File: config.mk
export PLATFORM = sky130hd
export DESIGN_NAME = local_extrema_detector_unit_flat
export DESIGN_NICKNAME = d
export VERILOG_FILES = /design/src/rtl/core/led_pkg.sv /design/src/rtl/core/led_if.sv /design/src/rtl/core/led_cmp_tol.sv /design/src/rtl/core/local_extrema_detector_unit.sv /design/src/flat_wrapper.sv
export SDC_FILE = /design/constraint.sdc
export NUM_CORES = 1
export LEC_CHECK = 0
export BUFFER_PORTS_ARGS = -buffer_cell sky130_fd_sc_hd__buf_2
export CORE_MARGIN = 2
export CORE_UTILIZATION = 25
export DETAILED_ROUTE_END_ITERATION = 6
export GPL_TIMING_DRIVEN = 0
export MAX_ROUTING_LAYER = met4
export SYNTH_ARGS = -nofsm -noshare
export SYNTH_HDL_FRONTEND = slang
export SYNTH_SLANG_ARGS = --single-unit
export TNS_END_PERCENT = 20
File: constraint.sdc
create_clock -name i_clk -period 7.8 [get_ports i_clk]
set_input_delay 0.39 -clock i_clk [delete_from_list [all_inputs] [get_ports i_clk]]
set_output_delay 0.39 -clock i_clk [all_outputs]
set_load 0.05 [all_outputs]
File: src/rtl/core/led_pkg.sv
`timescale 1ns / 1ps
// ----------------------------------------------------------------------------
// led_pkg
// Shared types and constants of the local extrema detector: field widths,
// register indexes and reset values, trend and compare codes.
// ----------------------------------------------------------------------------
package led_pkg;

    localparam int SAMPLE_BITS_DEF = 16;
    localparam int INDEX_BITS_DEF  = 16;

    localparam int TOL_BITS        = 16;
    localparam int MODE_BITS       = 2;
    localparam int POS_BITS        = 16;
    localparam int PEAK_BITS       = 16;
    localparam int CFG_INDEX_BITS  = 2;
    localparam int CFG_DATA_BITS   = 16;

    localparam logic [CFG_INDEX_BITS-1:0] CFG_IDX_TOL  = 2'd0;
    localparam logic [CFG_INDEX_BITS-1:0] CFG_IDX_MODE = 2'd1;

    localparam logic [TOL_BITS-1:0]  TOL_RESET  = 16'd1;
    localparam logic [MODE_BITS-1:0] MODE_RESET = 2'd2;

    localparam logic [MODE_BITS-1:0] MODE_MAX_ONLY = 2'd0;
    localparam logic [MODE_BITS-1:0] MODE_MIN_ONLY = 2'd1;

    typedef enum logic [1:0] {
        TREND_UNKNOWN = 2'd0,
        TREND_RISING  = 2'd1,
        TREND_FALLING = 2'd2
    } t_trend;

    typedef enum logic [1:0] {
        CMP_EQ = 2'd0,
        CMP_GT = 2'd1,
        CMP_LT = 2'd2
    } t_cmp;

endpackage

File: src/rtl/core/led_if.sv
`timescale 1ns / 1ps
// ----------------------------------------------------------------------------
// led_if
// Handshake channels of the local extrema detector: sample input, extremum
// output and register write port.
// ----------------------------------------------------------------------------
interface led_in_if
    import led_pkg::*;
#(
    parameter int SAMPLE_BITS = SAMPLE_BITS_DEF
);
    logic                          valid;
    logic                          ready;
    logic signed [SAMPLE_BITS-1:0] sample;
    logic                          record_end;

    modport source (output valid, output sample, output record_end, input ready);
    modport sink   (input valid, input sample, input record_end, output ready);
endinterface

interface led_out_if
    import led_pkg::*;
();
    logic                        valid;
    logic                        ready;
    logic                        is_minimum;
    logic [POS_BITS-1:0]         position;
    logic signed [PEAK_BITS-1:0] peak_value;

    modport source (output valid, output is_minimum, output position,
                    output peak_value, input ready);
    modport sink   (input valid, input is_minimum, input position,
                    input peak_value, output ready);
endinterface

interface led_cfg_if
    import led_pkg::*;
();
    logic                      valid;
    logic                      ready;
    logic [CFG_INDEX_BITS-1:0] index;
    logic [CFG_DATA_BITS-1:0]  data;

    modport source (output valid, output index, output data, input ready);
    modport sink   (input valid, input index, input data, output ready);
endinterface

File: src/rtl/core/led_cmp_tol.sv
`timescale 1ns / 1ps
// ----------------------------------------------------------------------------
// led_cmp_tol
// Tolerance compare of two signed samples: equal when they are identical
// or their absolute difference is below the tolerance, else greater or less.
// ----------------------------------------------------------------------------
module led_cmp_tol
    import led_pkg::*;
#(
    parameter int SAMPLE_BITS = SAMPLE_BITS_DEF
) (
    input  logic signed [SAMPLE_BITS-1:0] i_a,
    input  logic signed [SAMPLE_BITS-1:0] i_b,
    input  logic        [TOL_BITS-1:0]    i_tol,
    output t_cmp                          o_rel
);

    localparam int DW = SAMPLE_BITS + 1;
    localparam int CW = (DW > TOL_BITS) ? DW : TOL_BITS;

    logic signed [DW-1:0] a_ext;
    logic signed [DW-1:0] b_ext;
    logic        [DW-1:0] diff;
    logic                 a_ge_b;
    logic                 equal;

    assign a_ext  = DW'(i_a);
    assign b_ext  = DW'(i_b);
    assign a_ge_b = (a_ext >= b_ext);
    assign diff   = a_ge_b ? DW'(a_ext - b_ext) : DW'(b_ext - a_ext);
    assign equal  = (CW'(diff) < CW'(i_tol)) || (i_a == i_b);

    always_comb begin
        if (equal) begin
            o_rel = CMP_EQ;
        end else if (a_ge_b) begin
            o_rel = CMP_GT;
        end else begin
            o_rel = CMP_LT;
        end
    end

endmodule

File: src/rtl/core/local_extrema_detector_unit.sv
`timescale 1ns / 1ps
// ----------------------------------------------------------------------------
// local_extrema_detector_unit
// Finds local maxima and minima, plateaus reported at their left edge, in
// records of signed samples.
//
// i_in carries one sample per item with record_end on the last sample of a
// record. o_out carries one item per reported extremum: kind, index within
// the record and sample value. i_cfg writes the equal tolerance (index 0) and
// the report mode (index 1); it is always ready. The user must write it
// only while idle; the block does not enforce this. A sample passes the
// input register, then the result register. Throughput: one sample per
// cycle unless o_out stalls, set by the single compare stage between them.
// When o_out stalls the result register holds its item; the input register
// still fills, then i_in.ready drops until the result is taken.
// Reset clears the trend state, the sample index, the pipeline valids and
// sets the registers to tolerance 1 and both kinds reported. After a sample
// with record_end the trend state and index return to their reset values.
// ----------------------------------------------------------------------------
module local_extrema_detector_unit
    import led_pkg::*;
#(
    parameter int SAMPLE_BITS = SAMPLE_BITS_DEF,
    parameter int INDEX_BITS  = INDEX_BITS_DEF
) (
    input  logic                                i_clk,
    input  logic                                i_rst_n,
    led_cfg_if.sink                             i_cfg,
    led_in_if.sink                              i_in,
    led_out_if.source                           o_out
);

    logic [TOL_BITS-1:0]           r_tol;
    logic [MODE_BITS-1:0]          r_mode;

    logic                          r_in_valid;
    logic signed [SAMPLE_BITS-1:0] r_in_sample;
    logic                          r_in_end;

    logic signed [SAMPLE_BITS-1:0] r_prev_sample, n_prev_sample;
    logic [INDEX_BITS-1:0]         r_prev_idx,    n_prev_idx;
    logic                          r_have_prev,   n_have_prev;
    t_trend                        r_trend,       n_trend;
    logic [INDEX_BITS-1:0]         r_cand_idx,    n_cand_idx;
    logic signed [SAMPLE_BITS-1:0] r_cand_val,    n_cand_val;
    logic [INDEX_BITS-1:0]         r_idx,         n_idx;

    logic                          r_out_valid,   n_out_valid;
    logic                          r_out_min,     n_out_min;
    logic [POS_BITS-1:0]           r_out_pos,     n_out_pos;
    logic signed [PEAK_BITS-1:0]   r_out_peak,    n_out_peak;

    logic   advance;
    logic   fire;
    t_cmp   rel_prev;
    t_cmp   rel_cand;
    t_cmp   dir_cmp;
    t_cmp   opp_cmp;
    logic   is_min;
    logic   wanted;

    // register writes
    assign i_cfg.ready = 1'b1;

    always_ff @(posedge i_clk) begin
        if (!i_rst_n) begin
            r_tol  <= TOL_RESET;
            r_mode <= MODE_RESET;
        end else if (i_cfg.valid) begin
            unique case (i_cfg.index)
                CFG_IDX_TOL:  r_tol  <= TOL_BITS'(i_cfg.data);
                CFG_IDX_MODE: r_mode <= MODE_BITS'(i_cfg.data);
                default: ;
            endcase
        end
    end

    // handshake
    assign advance    = !r_out_valid || o_out.ready;
    assign fire       = r_in_valid && advance;
    assign i_in.ready = !r_in_valid || advance;

    always_ff @(posedge i_clk) begin
        if (!i_rst_n) begin
            r_in_valid <= 1'b0;
        end else if (i_in.ready) begin
            r_in_valid <= i_in.valid;
        end
    end

    always_ff @(posedge i_clk) begin
        if (i_in.ready && i_in.valid) begin
            r_in_sample <= i_in.sample;
            r_in_end    <= i_in.record_end;
        end
    end

    // compares
    led_cmp_tol #(
        .SAMPLE_BITS (SAMPLE_BITS)
    ) u_cmp_prev (
        .i_a   (r_in_sample),
        .i_b   (r_prev_sample),
        .i_tol (r_tol),
        .o_rel (rel_prev)
    );

    led_cmp_tol #(
        .SAMPLE_BITS (SAMPLE_BITS)
    ) u_cmp_cand (
        .i_a   (r_cand_val),
        .i_b   (r_in_sample),
        .i_tol (r_tol),
        .o_rel (rel_cand)
    );

    assign dir_cmp = (r_trend == TREND_RISING) ? CMP_GT : CMP_LT;
    assign opp_cmp = (r_trend == TREND_RISING) ? CMP_LT : CMP_GT;
    assign is_min  = (r_trend == TREND_FALLING);

    always_comb begin
        case (r_mode)
            MODE_MAX_ONLY: wanted = !is_min;
            MODE_MIN_ONLY: wanted = is_min;
            default:       wanted = 1'b1;
        endcase
    end

    // trend tracking and result
    always_comb begin
        n_prev_sample = r_prev_sample;
        n_prev_idx    = r_prev_idx;
        n_have_prev   = r_have_prev;
        n_trend       = r_trend;
        n_cand_idx    = r_cand_idx;
        n_cand_val    = r_cand_val;
        n_idx         = r_idx;
        n_out_valid   = r_out_valid && !o_out.ready;
        n_out_min     = r_out_min;
        n_out_pos     = r_out_pos;
        n_out_peak    = r_out_peak;

        if (fire) begin
            if (!r_have_prev) begin
                n_trend    = TREND_UNKNOWN;
                n_cand_idx = r_idx;
                n_cand_val = r_in_sample;
            end else if (r_trend == TREND_UNKNOWN) begin
                if (rel_prev != CMP_EQ) begin
                    n_trend    = (rel_prev == CMP_GT) ? TREND_RISING : TREND_FALLING;
                    n_cand_idx = r_idx;
                    n_cand_val = r_in_sample;
                end
            end else if (rel_prev == dir_cmp) begin
                n_cand_idx = r_idx;
                n_cand_val = r_in_sample;
            end else if (rel_cand == dir_cmp) begin
                n_out_valid = wanted;
                n_out_min   = is_min;
                n_out_pos   = POS_BITS'(r_cand_idx);
                n_out_peak  = PEAK_BITS'(r_cand_val);
                n_trend     = is_min ? TREND_RISING : TREND_FALLING;
                if (rel_prev == opp_cmp) begin
                    n_cand_idx = r_idx;
                    n_cand_val = r_in_sample;
                end else begin
                    n_cand_idx = r_prev_idx;
                    n_cand_val = r_prev_sample;
                end
            end

            n_prev_sample = r_in_sample;
            n_prev_idx    = r_idx;
            n_have_prev   = 1'b1;
            n_idx         = (r_idx == '1) ? r_idx : r_idx + 1'b1;

            if (r_in_end) begin
                n_have_prev = 1'b0;
                n_trend     = TREND_UNKNOWN;
                n_idx       = '0;
            end
        end
    end

    always_ff @(posedge i_clk) begin
        if (!i_rst_n) begin
            r_have_prev <= 1'b0;
            r_trend     <= TREND_UNKNOWN;
            r_idx       <= '0;
            r_out_valid <= 1'b0;
        end else begin
            r_have_prev <= n_have_prev;
            r_trend     <= n_trend;
            r_idx       <= n_idx;
            r_out_valid <= n_out_valid;
        end
    end

    always_ff @(posedge i_clk) begin
        r_prev_sample <= n_prev_sample;
        r_prev_idx    <= n_prev_idx;
        r_cand_idx    <= n_cand_idx;
        r_cand_val    <= n_cand_val;
        r_out_min     <= n_out_min;
        r_out_pos     <= n_out_pos;
        r_out_peak    <= n_out_peak;
    end

    assign o_out.valid      = r_out_valid;
    assign o_out.is_minimum = r_out_min;
    assign o_out.position   = r_out_pos;
    assign o_out.peak_value = r_out_peak;

endmodule

File: src/flat_wrapper.sv
// flat-port wrapper written by rule: the top's interface ports become plain ports
module local_extrema_detector_unit_flat import led_pkg::*;
#(
    parameter int SAMPLE_BITS = SAMPLE_BITS_DEF,
    parameter int INDEX_BITS  = INDEX_BITS_DEF
)
  (i_clk, i_rst_n, i_cfg_valid, i_cfg_index, i_cfg_data, i_cfg_ready, i_in_valid, i_in_sample, i_in_record_end, i_in_ready, o_out_valid, o_out_is_minimum, o_out_position, o_out_peak_value, o_out_ready);
  led_cfg_if i_cfg_i ();
  led_in_if #(.SAMPLE_BITS(SAMPLE_BITS)) i_in_i ();
  led_out_if o_out_i ();
  input  logic i_clk;
  input  logic i_rst_n;
  input wire logic [$bits(i_cfg_i.valid)-1:0] i_cfg_valid;
  input wire logic [$bits(i_cfg_i.index)-1:0] i_cfg_index;
  input wire logic [$bits(i_cfg_i.data)-1:0] i_cfg_data;
  output wire logic [$bits(i_cfg_i.ready)-1:0] i_cfg_ready;
  input wire logic [$bits(i_in_i.valid)-1:0] i_in_valid;
  input wire logic [$bits(i_in_i.sample)-1:0] i_in_sample;
  input wire logic [$bits(i_in_i.record_end)-1:0] i_in_record_end;
  output wire logic [$bits(i_in_i.ready)-1:0] i_in_ready;
  output wire logic [$bits(o_out_i.valid)-1:0] o_out_valid;
  output wire logic [$bits(o_out_i.is_minimum)-1:0] o_out_is_minimum;
  output wire logic [$bits(o_out_i.position)-1:0] o_out_position;
  output wire logic [$bits(o_out_i.peak_value)-1:0] o_out_peak_value;
  input wire logic [$bits(o_out_i.ready)-1:0] o_out_ready;
  assign i_cfg_i.valid = i_cfg_valid;
  assign i_cfg_i.index = i_cfg_index;
  assign i_cfg_i.data = i_cfg_data;
  assign i_cfg_ready = i_cfg_i.ready;
  assign i_in_i.valid = i_in_valid;
  assign i_in_i.sample = i_in_sample;
  assign i_in_i.record_end = i_in_record_end;
  assign i_in_ready = i_in_i.ready;
  assign o_out_valid = o_out_i.valid;
  assign o_out_is_minimum = o_out_i.is_minimum;
  assign o_out_position = o_out_i.position;
  assign o_out_peak_value = o_out_i.peak_value;
  assign o_out_i.ready = o_out_ready;
  local_extrema_detector_unit #(.SAMPLE_BITS(SAMPLE_BITS), .INDEX_BITS(INDEX_BITS)) u_core (.i_clk(i_clk), .i_rst_n(i_rst_n), .i_cfg(i_cfg_i), .i_in(i_in_i), .o_out(o_out_i));
endmodule
==> results of run 1 <==
## synth_stat cells (17+ instances only)
cell,number
sky130_fd_sc_hd__a21o_1,24
sky130_fd_sc_hd__a21oi_1,103
sky130_fd_sc_hd__clkbuf_1,20
sky130_fd_sc_hd__dfxtp_1,39
sky130_fd_sc_hd__edfxtp_1,114
sky130_fd_sc_hd__ha_1,95
sky130_fd_sc_hd__inv_1,83
sky130_fd_sc_hd__mux2_4,17
sky130_fd_sc_hd__nand2_1,104
sky130_fd_sc_hd__nand3_1,24
sky130_fd_sc_hd__nor2_1,49
sky130_fd_sc_hd__o21ai_0,33
sky130_fd_sc_hd__xnor2_1,22
sky130_fd_sc_hd__xor2_1,22
## worst max-delay path, stage by stage, from the launching register on
cell	delay, ns
sky130_fd_sc_hd__edfxtp_1	0.51
sky130_fd_sc_hd__ha_1	0.50
sky130_fd_sc_hd__and4_1	0.34
sky130_fd_sc_hd__o2111ai_1	0.16
sky130_fd_sc_hd__a2bb2oi_1	0.20
sky130_fd_sc_hd__o21ai_0	0.71
sky130_fd_sc_hd__o21ai_0	0.16
sky130_fd_sc_hd__a311oi_1	0.57
sky130_fd_sc_hd__o221ai_1	0.27
sky130_fd_sc_hd__a31oi_1	0.28
sky130_fd_sc_hd__o31ai_1	0.11
sky130_fd_sc_hd__xor2_1	0.16
sky130_fd_sc_hd__ha_1	0.31
sky130_fd_sc_hd__nand3_1	0.13
sky130_fd_sc_hd__nor4_1	0.30
sky130_fd_sc_hd__o21ai_0	0.15
sky130_fd_sc_hd__o211ai_1	0.24
sky130_fd_sc_hd__nor2_1	0.08
sky130_fd_sc_hd__o21a_2	0.15
sky130_fd_sc_hd__nor3_2	0.39
sky130_fd_sc_hd__o21ai_0	0.13
sky130_fd_sc_hd__a21o_1	0.23
sky130_fd_sc_hd__a21oi_4	0.42
sky130_fd_sc_hd__buf_12	0.26
## layer usage
layer  GRT usage (%)  vias up  wire [microns]
li1                -     3727               -
met2           23.53      179           13550
met4           4.044        0             501
met1           18.24     3661           12920
met5               -        -               0
met3           2.705       26            1365
## timing repair
action / 4_1_cts / 5_1_grt
endpoints found under the setup margin: 0 / 14
hold endpoints to repair: 0 / 0
resized for setup: 0 / 1
## through the flow
stage	TNS, ns	utilization, %
2_1_floorplan	0	-
3_3_place_gp	-148.74	27.96
3_5_place_dp	0	28.15
4_1_cts	0	29.67
5_1_grt	0	29.68
6_report	0	29.68
## registers in the layout, summed over array words and instances (netlist names), 2 cells and up
register                 cells
u_core.r_prev_idx           16
u_core.r_mode                2
u_core.r_idx                16
u_core.r_cand_val           16
u_core.r_trend               2
u_core.o_out.position       16
u_core.r_in_sample          16
u_core.r_prev_sample        16
u_core.o_out.peak_value     16
u_core.r_tol                16
u_core.r_cand_idx           16
## worst max-delay path by stage
stage                           startpoint  slack [ns]                     endpoint  cells after the start
global route         u_core.r_in_sample[4]        0.15        u_core.r_cand_val[14]                     25
global placement     u_core.r_in_sample[4]       -2.96  u_core.o_out.peak_value[13]                     21
CTS                  u_core.r_in_sample[4]        0.68        u_core.r_cand_val[14]                     25
floorplan           u_core.r_in_sample[10]        0.09      u_core.o_out.is_minimum                     20
finish               u_core.r_in_sample[8]        0.70        u_core.r_cand_val[14]                     23
detailed placement   u_core.r_in_sample[4]        0.69        u_core.r_cand_val[14]                     25
## power by group through the flow
stage / combinational, uW / sequential (uW) / clock (uW)
2_1_floorplan: 375 / 930 / 0
3_3_place_gp: 525 / 938 / 0
3_5_place_dp: 535 / 938 / 0
4_1_cts: 539 / 920 / 841
5_1_grt: 599 / 922 / 875
6_report: 539 / 920 / 823
## cells by family (layout without fill, tap and decap cells)
logic type	after synthesis	after routing	synth area share, %
flops	153	153	43.06
fa+ha+maj	99	99	13.00
compound gates	262	262	17.26
xor+xnor	44	44	3.947
other cells	1	3	0.03841
simple gates	259	259	12.71
mux	34	34	4.460
buf+inv	127	236	5.523
## area by class of cell
class                           count  share of cell area (%)
Clock inverter                     14                   1.356
Antenna cell                        2                 0.04373
Multi-Input combinational cell    699                   44.03
Inverter                           83                   2.722
Buffer                             43                   1.957
Sequential cell                   153                   36.74
Timing Repair Buffer               78                   3.739
Tap cell                          518                   5.664
Clock buffer                       18                   3.750
==> parameters.txt, run 1 <==
Parameter                              Value

Critical path
  Sort of element at the end of the critical path ... register
  CP startpoint kind ... register
  Crit path arrival time ... 7.23 ns
  Reg-to-Reg End ... u_core.r_cand_val[14]
  Startpoint-to-endpoint class of the critical path ... register to register
  Reg2Reg Launch Point ... u_core.r_in_sample[8]
  Flop-to-flop setup slack ... 0.70 ns
  Maximum fanout encountered on the critical timing path ... 22
  Number of cells on the worst reg-to-reg path ... 23
  Data required time of the critical path ... 7.93 ns

Die
  Core outline area ... 0.03856 sq mm
  Initial standard-cell utilization of the core ... 25.32%
  Height of the chip ... 201.6 microns
  Top-Level Pins ... 76
  Horizontal die dimension ... 201.6 microns
  Number of rows created at floorplan ... 72
  DIE AREA ... 0.04065 sq mm

Detailed routing
  Final ANT Viol Nets ... 0
  First drt pass iteration count ... 5
  Per-cell routed wire length ... 17.63 microns
  Detailed-route vias per instance ... 4.722
  Number of violations reported at the end of detailed-routing iteration 0 ... 571
  Overall via count from detail_route ... 7593
  DRC errors left ... 0
  Total wire length ... 28340 microns

Place
  Placed Area ... 0.01086 sq mm
  Buffers on Ports ... 74
  Worst slack after detailed placement ... 0.6910 ns
  Number of instances in the placed design ... 1575
  GPL Wtd Cong ... 0.9215
  HPWL reported at the end of detailed placement ... 22170 microns

Timing
  Final Slew Violations ... 0
  Setup ws final ... 0.7028 ns
  Highest clock frequency the design can meet ... 140.9 MHz
  Tightest hold margin ... 0.1219 ns
  Time the worst path needs with I/O delays and setup ... 7.097 ns
  RSZ-0062 raised after global routing ... no
  Setup Skew ... 0.01213 ns
  Setup violation total in the final timing report ... 0
  Tightest slew margin relative to the limit ... 29.33%
  Least-Margin Pin Slew ... 1.060 ns
  Share of the clock period used by the worst path after layout ... 90.99%
  Hold Fails Final Rpt ... 0

Final layout
  Register cell area after layout ... 0.004204 sq mm
  Final Cell Area ... 0.01144 sq mm
  Number of filler instances in the final layout ... 4117
  Synth-to-layout area growth ... 17.21%
  Area taken by multi-input logic gates ... 0.005039 sq mm
  Most common cell after layout, fill and taps aside ... sky130_fd_sc_hd__edfxtp_1
  Non-filler instance count after layout ... 1608
  Most frequent cells in the layout ... 114 x sky130_fd_sc_hd__edfxtp_1, 104 x sky130_fd_sc_hd__nand2_1, 102 x sky130_fd_sc_hd__a21oi_1, 95 x sky130_fd_sc_hd__ha_1, 90 x sky130_fd_sc_hd__buf_2
  Layout cells sized above 1 ... 16.54%
  Final net count ... 1214

Clock tree
  CTS tree ... yes
  Sink count of the clock tree ... 153
  Count of hold buffers inserted by post-cts repair ... 0
  H-tree Lvls ... 4
  Number of buffers on the longest clock path ... 2
  Clock root buffer master ... sky130_fd_sc_hd__clkbuf_16
  Clock-pin slew on the worst setup and hold paths ... 0.07 ns
  Clock latency reported for the late side of the worst-skew pair ... 0.44 ns
  Setup bufs post-CTS ... 0
  Number of buffers created by CTS ... 17

Yosys
  Post-synthesis instance total ... 979
  Net Count, Synth ... 1118
  Avg Synthesized Cell Area ... 9.973 sq um
  Area leader, netlist ... sky130_fd_sc_hd__edfxtp_1
  Count of different cell masters after synthesis ... 78
  Yosys top cell area share ... 35.06%
  Number of enable flip-flop cells after synthesis ... 114
  Yosys Warn Count ... 0
  Top cells by area in the synthesized netlist ... sky130_fd_sc_hd__edfxtp_1 35%, sky130_fd_sc_hd__ha_1 12%, sky130_fd_sc_hd__dfxtp_1 8.0%
  Most used flip-flop cell after synthesis ... sky130_fd_sc_hd__edfxtp_1
  #FFs+latches synth ... 153
  Sequential area share after synthesis ... 43.06%
  Share of synthesized flip-flops with an asynchronous set or reset ... 0%
  Cell Area, Synth ... 0.009763 sq mm

Hold path
  Hold-critical path depth ... 1
  Launch point of the worst hold path ... i_in_sample[5]
  Capture endpoint of the worst hold path ... u_core.r_in_sample[5]
  Type of the most critical hold path ... input port to register

Flow run
  Number of violations of the max-capacitance limit ... 0

Outcome
  Status ... completed

Power
  Sw power ... 746.4 uW
  Worst vdd rail ir drop ... 160.8 uV
  Part of the power in the clock network ... 36.1%
  Reg power frac ... 40.3%
  Total Power Consumption ... 2282 uW
  Switching fraction of total power ... 32.72%
  Total power per unit cell area ... 199.4 mW/mm^2
  Relative contribution of combinational cells to total power ... 23.6%
  Internal power ... 1535 uW
  Leakage power of the design ... 0.004623 uW

Global route
  Global-route usage over all layers ... 14.42%
  Global-route wire length before repair ... 43590 microns
  Largest net degree at the start of global routing ... 37
  Number of global-route vias before repair ... 7545
  Initial antenna violation count ... 2
  Leftover overflow at the end of global routing ... 0
Power figures use the tool's default switching activity.
==> inputs of run 2 (changes only) <==
- GPL_TIMING_DRIVEN: 0 -> default
==> run 2 against run 1 <==
- non-clock buffer count is 39 lower
- clock skew grew 0.0036 ns
- fmax grew 0.50%
- final cell count decreased by 2.5%
- clock power fell by 5.2%
- combinational power down 2%
- global-route usage fell by 0.35 points
- first-iteration DRC count is 14% higher
- flip-flop and latch count did not move
- worst setup slack gained 0.035 ns
- wire length decreased by 2.2%
==> parameters.txt, run 2 (same netlist as run 1, synthesis figures left out) <==
Parameter                              Value

Global route
  Global-route wire length before repair ... 42900 microns
  Leftover overflow at the end of global routing ... 0
  Largest net degree at the start of global routing ... 36
  Initial antenna violation count ... 1
  Global-route usage over all layers ... 14.07%
  Number of global-route vias before repair ... 7423

Final layout
  Most frequent cells in the layout ... 114 x sky130_fd_sc_hd__edfxtp_1, 104 x sky130_fd_sc_hd__nand2_1, 102 x sky130_fd_sc_hd__a21oi_1, 95 x sky130_fd_sc_hd__ha_1, 83 x sky130_fd_sc_hd__inv_1
  Final Cell Area ... 0.01118 sq mm
  Synth-to-layout area growth ... 14.49%
  Number of filler instances in the final layout ... 4105
  Layout cells sized above 1 ... 15.06%
  Final core utilization ... 28.99%
  Most common cell after layout, fill and taps aside ... sky130_fd_sc_hd__edfxtp_1
  Final net count ... 1175

Critical path
  Data required time of the critical path ... 7.86 ns
  CP delay by family, top ... simple AND/OR/NAND/NOR gates
  Startpoint-to-endpoint class of the critical path ... register to register
  CP startpoint kind ... register
  Critical-path cell list ... ha_1 > nand4_2 > or4_4 > or3_1 > nand2_1 > mux2_2 > a221o_1 > nor3_1 > a21oi_1 > xnor2_1 > ha_1 > nand3_1 > nor4_1 > o21ai_0 > o211ai_1 > nor2_1 > o21a_2 > nor3_2 > o21ai_0 > a21o_1 > a21oi_4 > buf_4
  Flop-to-flop setup slack ... 0.74 ns
  Crit path arrival time ... 7.12 ns
  Critical path buffers and inverters ... 1
  Sort of element at the end of the critical path ... register
  Slowest CP cell ... sky130_fd_sc_hd__or4_4
  Maximum fanout encountered on the critical timing path ... 32
  Slowest cell delay on critical path ... 0.59 ns

Detailed routing
  Met3 routed wirelength ... 1494 microns
  Per-cell routed wire length ... 17.68 microns
  Total wire length ... 27730 microns
  First drt pass iteration count ... 7
  DRC errors left ... 0
  Wire length on met2 ... 13030 microns
  Final ANT Viol Nets ... 0
  Wl on met1 ... 12580 microns
  Detailed-route vias per instance ... 4.732
  Overall via count from detail_route ... 7419
  Top sig layer ... met4
  Number of violations reported at the end of detailed-routing iteration 0 ... 651

Outcome
  Status ... completed

Die
  Core outline area ... 0.03856 sq mm
  Initial standard-cell utilization of the core ... 25.32%
  DIE AREA ... 0.04065 sq mm
  Height of the chip ... 201.6 microns
  Horizontal die dimension ... 201.6 microns
  Top-Level Pins ... 76
  Number of rows created at floorplan ... 72

Power
  Worst vdd rail ir drop ... 161.9 uV
  Leakage power of the design ... 0.004504 uW
  Total Power Consumption ... 2229 uW
  Total power per unit cell area ... 199.4 mW/mm^2

Timing
  Tightest slew margin relative to the limit ... 32.25%
  Post-route setup TNS ... 0 ns
  Share of the clock period used by the worst path after layout ... 90.54%
  Final Slew Violations ... 0
  Highest clock frequency the design can meet ... 141.6 MHz
  RSZ-0062 raised after global routing ... no
  Hold Fails Final Rpt ... 0
  Setup Skew ... 0.01575 ns
  Setup violation total in the final timing report ... 0
  Least-Margin Pin Slew ... 1.012 ns
  Time the worst path needs with I/O delays and setup ... 7.062 ns

Clock tree
  Number of buffers created by CTS ... 17
  CTS tree ... yes
  Sink count of the clock tree ... 153
  Number of buffers on the longest clock path ... 2
  Clock root buffer master ... sky130_fd_sc_hd__clkbuf_16
  H-tree Lvls ... 4
  Count of hold buffers inserted by post-cts repair ... 0
  Clock-pin slew on the worst setup and hold paths ... 0.07 ns
  Setup bufs post-CTS ... 0
  Clock latency reported for the late side of the worst-skew pair ... 0.43 ns
  Count of cells resized by post-cts repair ... 0

Place
  HPWL reported at the end of detailed placement ... 21070 microns
  Buffers on Ports ... 74
  Placed Area ... 0.01064 sq mm
  GPL Wtd Cong ... 0.9214

Hold path
  Type of the most critical hold path ... input port to register

Flow run
  Number of violations of the max-capacitance limit ... 0
[run 2: worst paths after layout]
kind | to | cells after the start | start
worst min register to register | u_core.o_out.position[1] | 0 | u_core.r_cand_idx[1]
worst min-delay path | u_core.r_in_end | 1 | i_in_record_end
worst max register to register | u_core.r_cand_val[8] | 22 | u_core.r_in_sample[11]
worst max-delay path | u_core.r_cand_val[8] | 22 | u_core.r_in_sample[11]
[run 2: worst register-to-register path, stage by stage (launching register included)]
cell,delay [ns]
sky130_fd_sc_hd__edfxtp_1,0.45
sky130_fd_sc_hd__ha_1,0.55
sky130_fd_sc_hd__nand4_2,0.21
sky130_fd_sc_hd__or4_4,0.60
sky130_fd_sc_hd__or3_1,0.54
sky130_fd_sc_hd__nand2_1,0.56
sky130_fd_sc_hd__mux2_2,0.42
sky130_fd_sc_hd__a221o_1,0.33
sky130_fd_sc_hd__nor3_1,0.14
sky130_fd_sc_hd__a21oi_1,0.12
sky130_fd_sc_hd__xnor2_1,0.16
sky130_fd_sc_hd__ha_1,0.29
sky130_fd_sc_hd__nand3_1,0.09
sky130_fd_sc_hd__nor4_1,0.29
sky130_fd_sc_hd__o21ai_0,0.13
sky130_fd_sc_hd__o211ai_1,0.22
sky130_fd_sc_hd__nor2_1,0.09
sky130_fd_sc_hd__o21a_2,0.16
sky130_fd_sc_hd__nor3_2,0.38
sky130_fd_sc_hd__o21ai_0,0.14
sky130_fd_sc_hd__a21o_1,0.22
sky130_fd_sc_hd__a21oi_4,0.13
sky130_fd_sc_hd__buf_4,0.48
[run 2: routing by layer]
layer | GRT usage (%) | vias to the layer above
met1 | 17.74 | 3543
li1 | - | 3645
met2 | 22.43 | 199
met3 | 3.191 | 32
met5 | - | -
met4 | 4.386 | 0
[run 2: cell type report]
class	instances	area (sq um)	share of cell area [%]
Multi-Input combinational cell	699	5041	45.10
Sequential cell	153	4204	37.61
Tap cell	518	648.1	5.798
Timing Repair Buffer	82	430.4	3.850
Clock buffer	18	429.2	3.839
Inverter	83	311.5	2.787
Clock inverter	14	111.4	0.9962
Antenna cell	1	2.502	0.02239
[run 2: report_power, final]
part	leakage [uW]	switching [uW]	internal (uW)	total (uW)
registers	0.00140	18.7	900	919
logic	0.00284	326	204	530
clock network	0.000268	365	415	780
[run 2: stage by stage]
stage                     worst slack, ns  hold slack (ns)  std cells
after global placement              1.044           0.4014       1535
after floorplan                   0.09201           0.4003        979
after global routing               0.2455           0.1191       1568
after CTS                          0.8407           0.1106       1567
final                              0.7380           0.1330       1568
after detailed placement           0.8471           0.4045       1535
==> inputs of run 3 (changes only) <==
- MAX_ROUTING_LAYER: met4 -> default
==> run 3 against run 2 <==
- core utilization up 0.18 points
- wire length fell by 0.31%
- register-to-register slack improved by 0.05 ns
- highest routed layer is now met5
- clock power grew 9.9%
- critical path type unchanged
- cell area increased by 0.62%
==> parameters.txt, run 3 (same netlist as run 1, synthesis figures left out) <==
Parameter                              Value

Die
  DIE AREA ... 0.04065 sq mm
  Horizontal die dimension ... 201.6 microns
  Core outline area ... 0.03856 sq mm
  Height of the chip ... 201.6 microns
  Number of rows created at floorplan ... 72
  Top-Level Pins ... 76
  Initial standard-cell utilization of the core ... 25.32%

Final layout
  Synth-to-layout area growth ... 15.20%
  Final net count ... 1175
  Final Cell Area ... 0.01125 sq mm
  Most frequent cells in the layout ... 114 x sky130_fd_sc_hd__edfxtp_1, 104 x sky130_fd_sc_hd__nand2_1, 102 x sky130_fd_sc_hd__a21oi_1, 95 x sky130_fd_sc_hd__ha_1, 83 x sky130_fd_sc_hd__inv_1
  Most common cell after layout, fill and taps aside ... sky130_fd_sc_hd__edfxtp_1
  Area taken by multi-input logic gates ... 0.005041 sq mm
  Layout cells sized above 1 ... 15.35%
  Number of filler instances in the final layout ... 4095
  Register cell area after layout ... 0.004204 sq mm
  Antenna fix cells ... 0

Clock tree
  Number of buffers created by CTS ... 17
  Count of cells resized by post-cts repair ... 0
  H-tree Lvls ... 4
  CTS tree ... yes
  Setup bufs post-CTS ... 0
  Number of buffers on the longest clock path ... 2
  Count of hold buffers inserted by post-cts repair ... 0
  Clock latency reported for the late side of the worst-skew pair ... 0.45 ns
  Sink count of the clock tree ... 153
  Clock-pin slew on the worst setup and hold paths ... 0.07 ns
  Clock root buffer master ... sky130_fd_sc_hd__clkbuf_16

Detailed routing
  Detailed-route vias per instance ... 4.872
  First drt pass iteration count ... 5
  Final ANT Viol Nets ... 0
  Overall via count from detail_route ... 7635
  Number of violations reported at the end of detailed-routing iteration 0 ... 601
  Total wire length ... 27640 microns
  DRC errors left ... 0
  Per-cell routed wire length ... 17.64 microns

Timing
  Share of the clock period used by the worst path after layout ... 89.90%
  Final Slew Violations ... 0
  Setup ws final ... 0.7878 ns
  Setup violation total in the final timing report ... 0
  Tightest hold margin ... 0.1225 ns
  Post-route setup TNS ... 0 ns
  Tightest slew margin relative to the limit ... 36.59%
  Setup Skew ... 0.01532 ns
  Time the worst path needs with I/O delays and setup ... 7.012 ns
  Least-Margin Pin Slew ... 0.9470 ns
  Hold Fails Final Rpt ... 0
  RSZ-0062 raised after global routing ... no
  Highest clock frequency the design can meet ... 142.6 MHz

Place
  HPWL reported at the end of detailed placement ... 21090 microns
  GPL Wtd Cong ... 0.9383
  Buffers on Ports ... 74
  Placed Area ... 0.01064 sq mm
  Worst slack after detailed placement ... 0.8992 ns

Critical path
  Startpoint-to-endpoint class of the critical path ... register to register
  Slowest CP cell ... sky130_fd_sc_hd__or4_4
  Slowest cell delay on critical path ... 0.60 ns
  Maximum fanout encountered on the critical timing path ... 32
  Data required time of the critical path ... 7.88 ns
  Critical-path cell list ... ha_1 > nand4_2 > or4_4 > or3_1 > nand2_1 > mux2_2 > a221o_1 > nor3_1 > a21oi_1 > xnor2_1 > ha_1 > nand3_1 > nor4_1 > o21ai_0 > o211ai_1 > nor2_1 > o21a_2 > nor3_2 > o21ai_0 > a21o_1 > a21oi_4 > buf_4
  Sort of element at the end of the critical path ... register
  Crit path arrival time ... 7.09 ns
  CP startpoint kind ... register

Power
  Sw power ... 734.9 uW
  Total power per unit cell area ... 204.9 mW/mm^2
  Internal power ... 1570 uW
  Part of the power in the clock network ... 37.2%
  Switching fraction of total power ... 31.89%
  Reg power frac ... 39.9%
  Leakage power of the design ... 0.004538 uW
  Worst vdd rail ir drop ... 195.5 uV
  Relative contribution of combinational cells to total power ... 23.0%
  Total Power Consumption ... 2305 uW

Outcome
  Status ... completed

Global route
  Number of global-route vias before repair ... 7332
  Global-route wire length before repair ... 42220 microns
  Global-route usage over all layers ... 13.59%
  Largest net degree at the start of global routing ... 36
  Leftover overflow at the end of global routing ... 0
  Initial antenna violation count ... 2

Hold path
  Type of the most critical hold path ... input port to register

Flow run
  Number of violations of the max-capacitance limit ... 0
[run 3: stage by stage]
step	util, %	cells
5_1_grt	29.17	1567
3_5_place_dp	27.58	1535
3_3_place_gp	27.58	1535
2_1_floorplan	-	979
4_1_cts	29.17	1567
6_report	29.17	1567
[run 3: power by group through the flow]
stage | registers, uW | logic, uW | clock network [uW]
5_1_grt | 922 | 584 | 904
3_5_place_dp | 937 | 521 | 0
4_1_cts | 919 | 525 | 874
6_report | 919 | 529 | 857
2_1_floorplan | 930 | 375 | 0
3_3_place_gp | 936 | 517 | 0
[run 3: path summary, 6_finish.rpt]
path	slack [ns]	end	start	depth (start not counted)
worst min-delay path	0.12	u_core.r_in_sample[3]	i_in_sample[3]	1
worst max register to register	0.79	u_core.r_cand_val[12]	u_core.r_in_sample[11]	22
worst max-delay path	0.79	u_core.r_cand_val[12]	u_core.r_in_sample[11]	22
worst min register to register	0.42	u_core.o_out.position[9]	u_core.r_cand_idx[9]	0
[run 3: cell type report]
type	instances	area share [%]
well taps	518	5.763
repair buffers	82	3.827
clock buffers	19	4.227
flip-flops and latches	153	37.38
multi-input cells	699	44.82
clock inverters	13	1.213
inverters	83	2.770
[run 3: critical path: cells and delay by family (launching register included)]
kind / cells / cell delay (ns)
xor+xnor: 1 / 0.15
mux: 1 / 0.41
flops: 1 / 0.47
simple gates: 9 / 2.86
compound gates: 8 / 1.42
buf+inv: 1 / 0.44
fa+ha+maj: 2 / 0.85
[run 3: metal layers]
layer	share of wire [%]	global-route usage, %	up-vias	wire length (microns)
li1	-	-	3647	-
met1	44	17.52	3659	12170
met2	46	22.12	279	12850
met3	6.0	2.980	46	1653
met4	3.4	5.410	4	945
met5	0.065	0	-	18
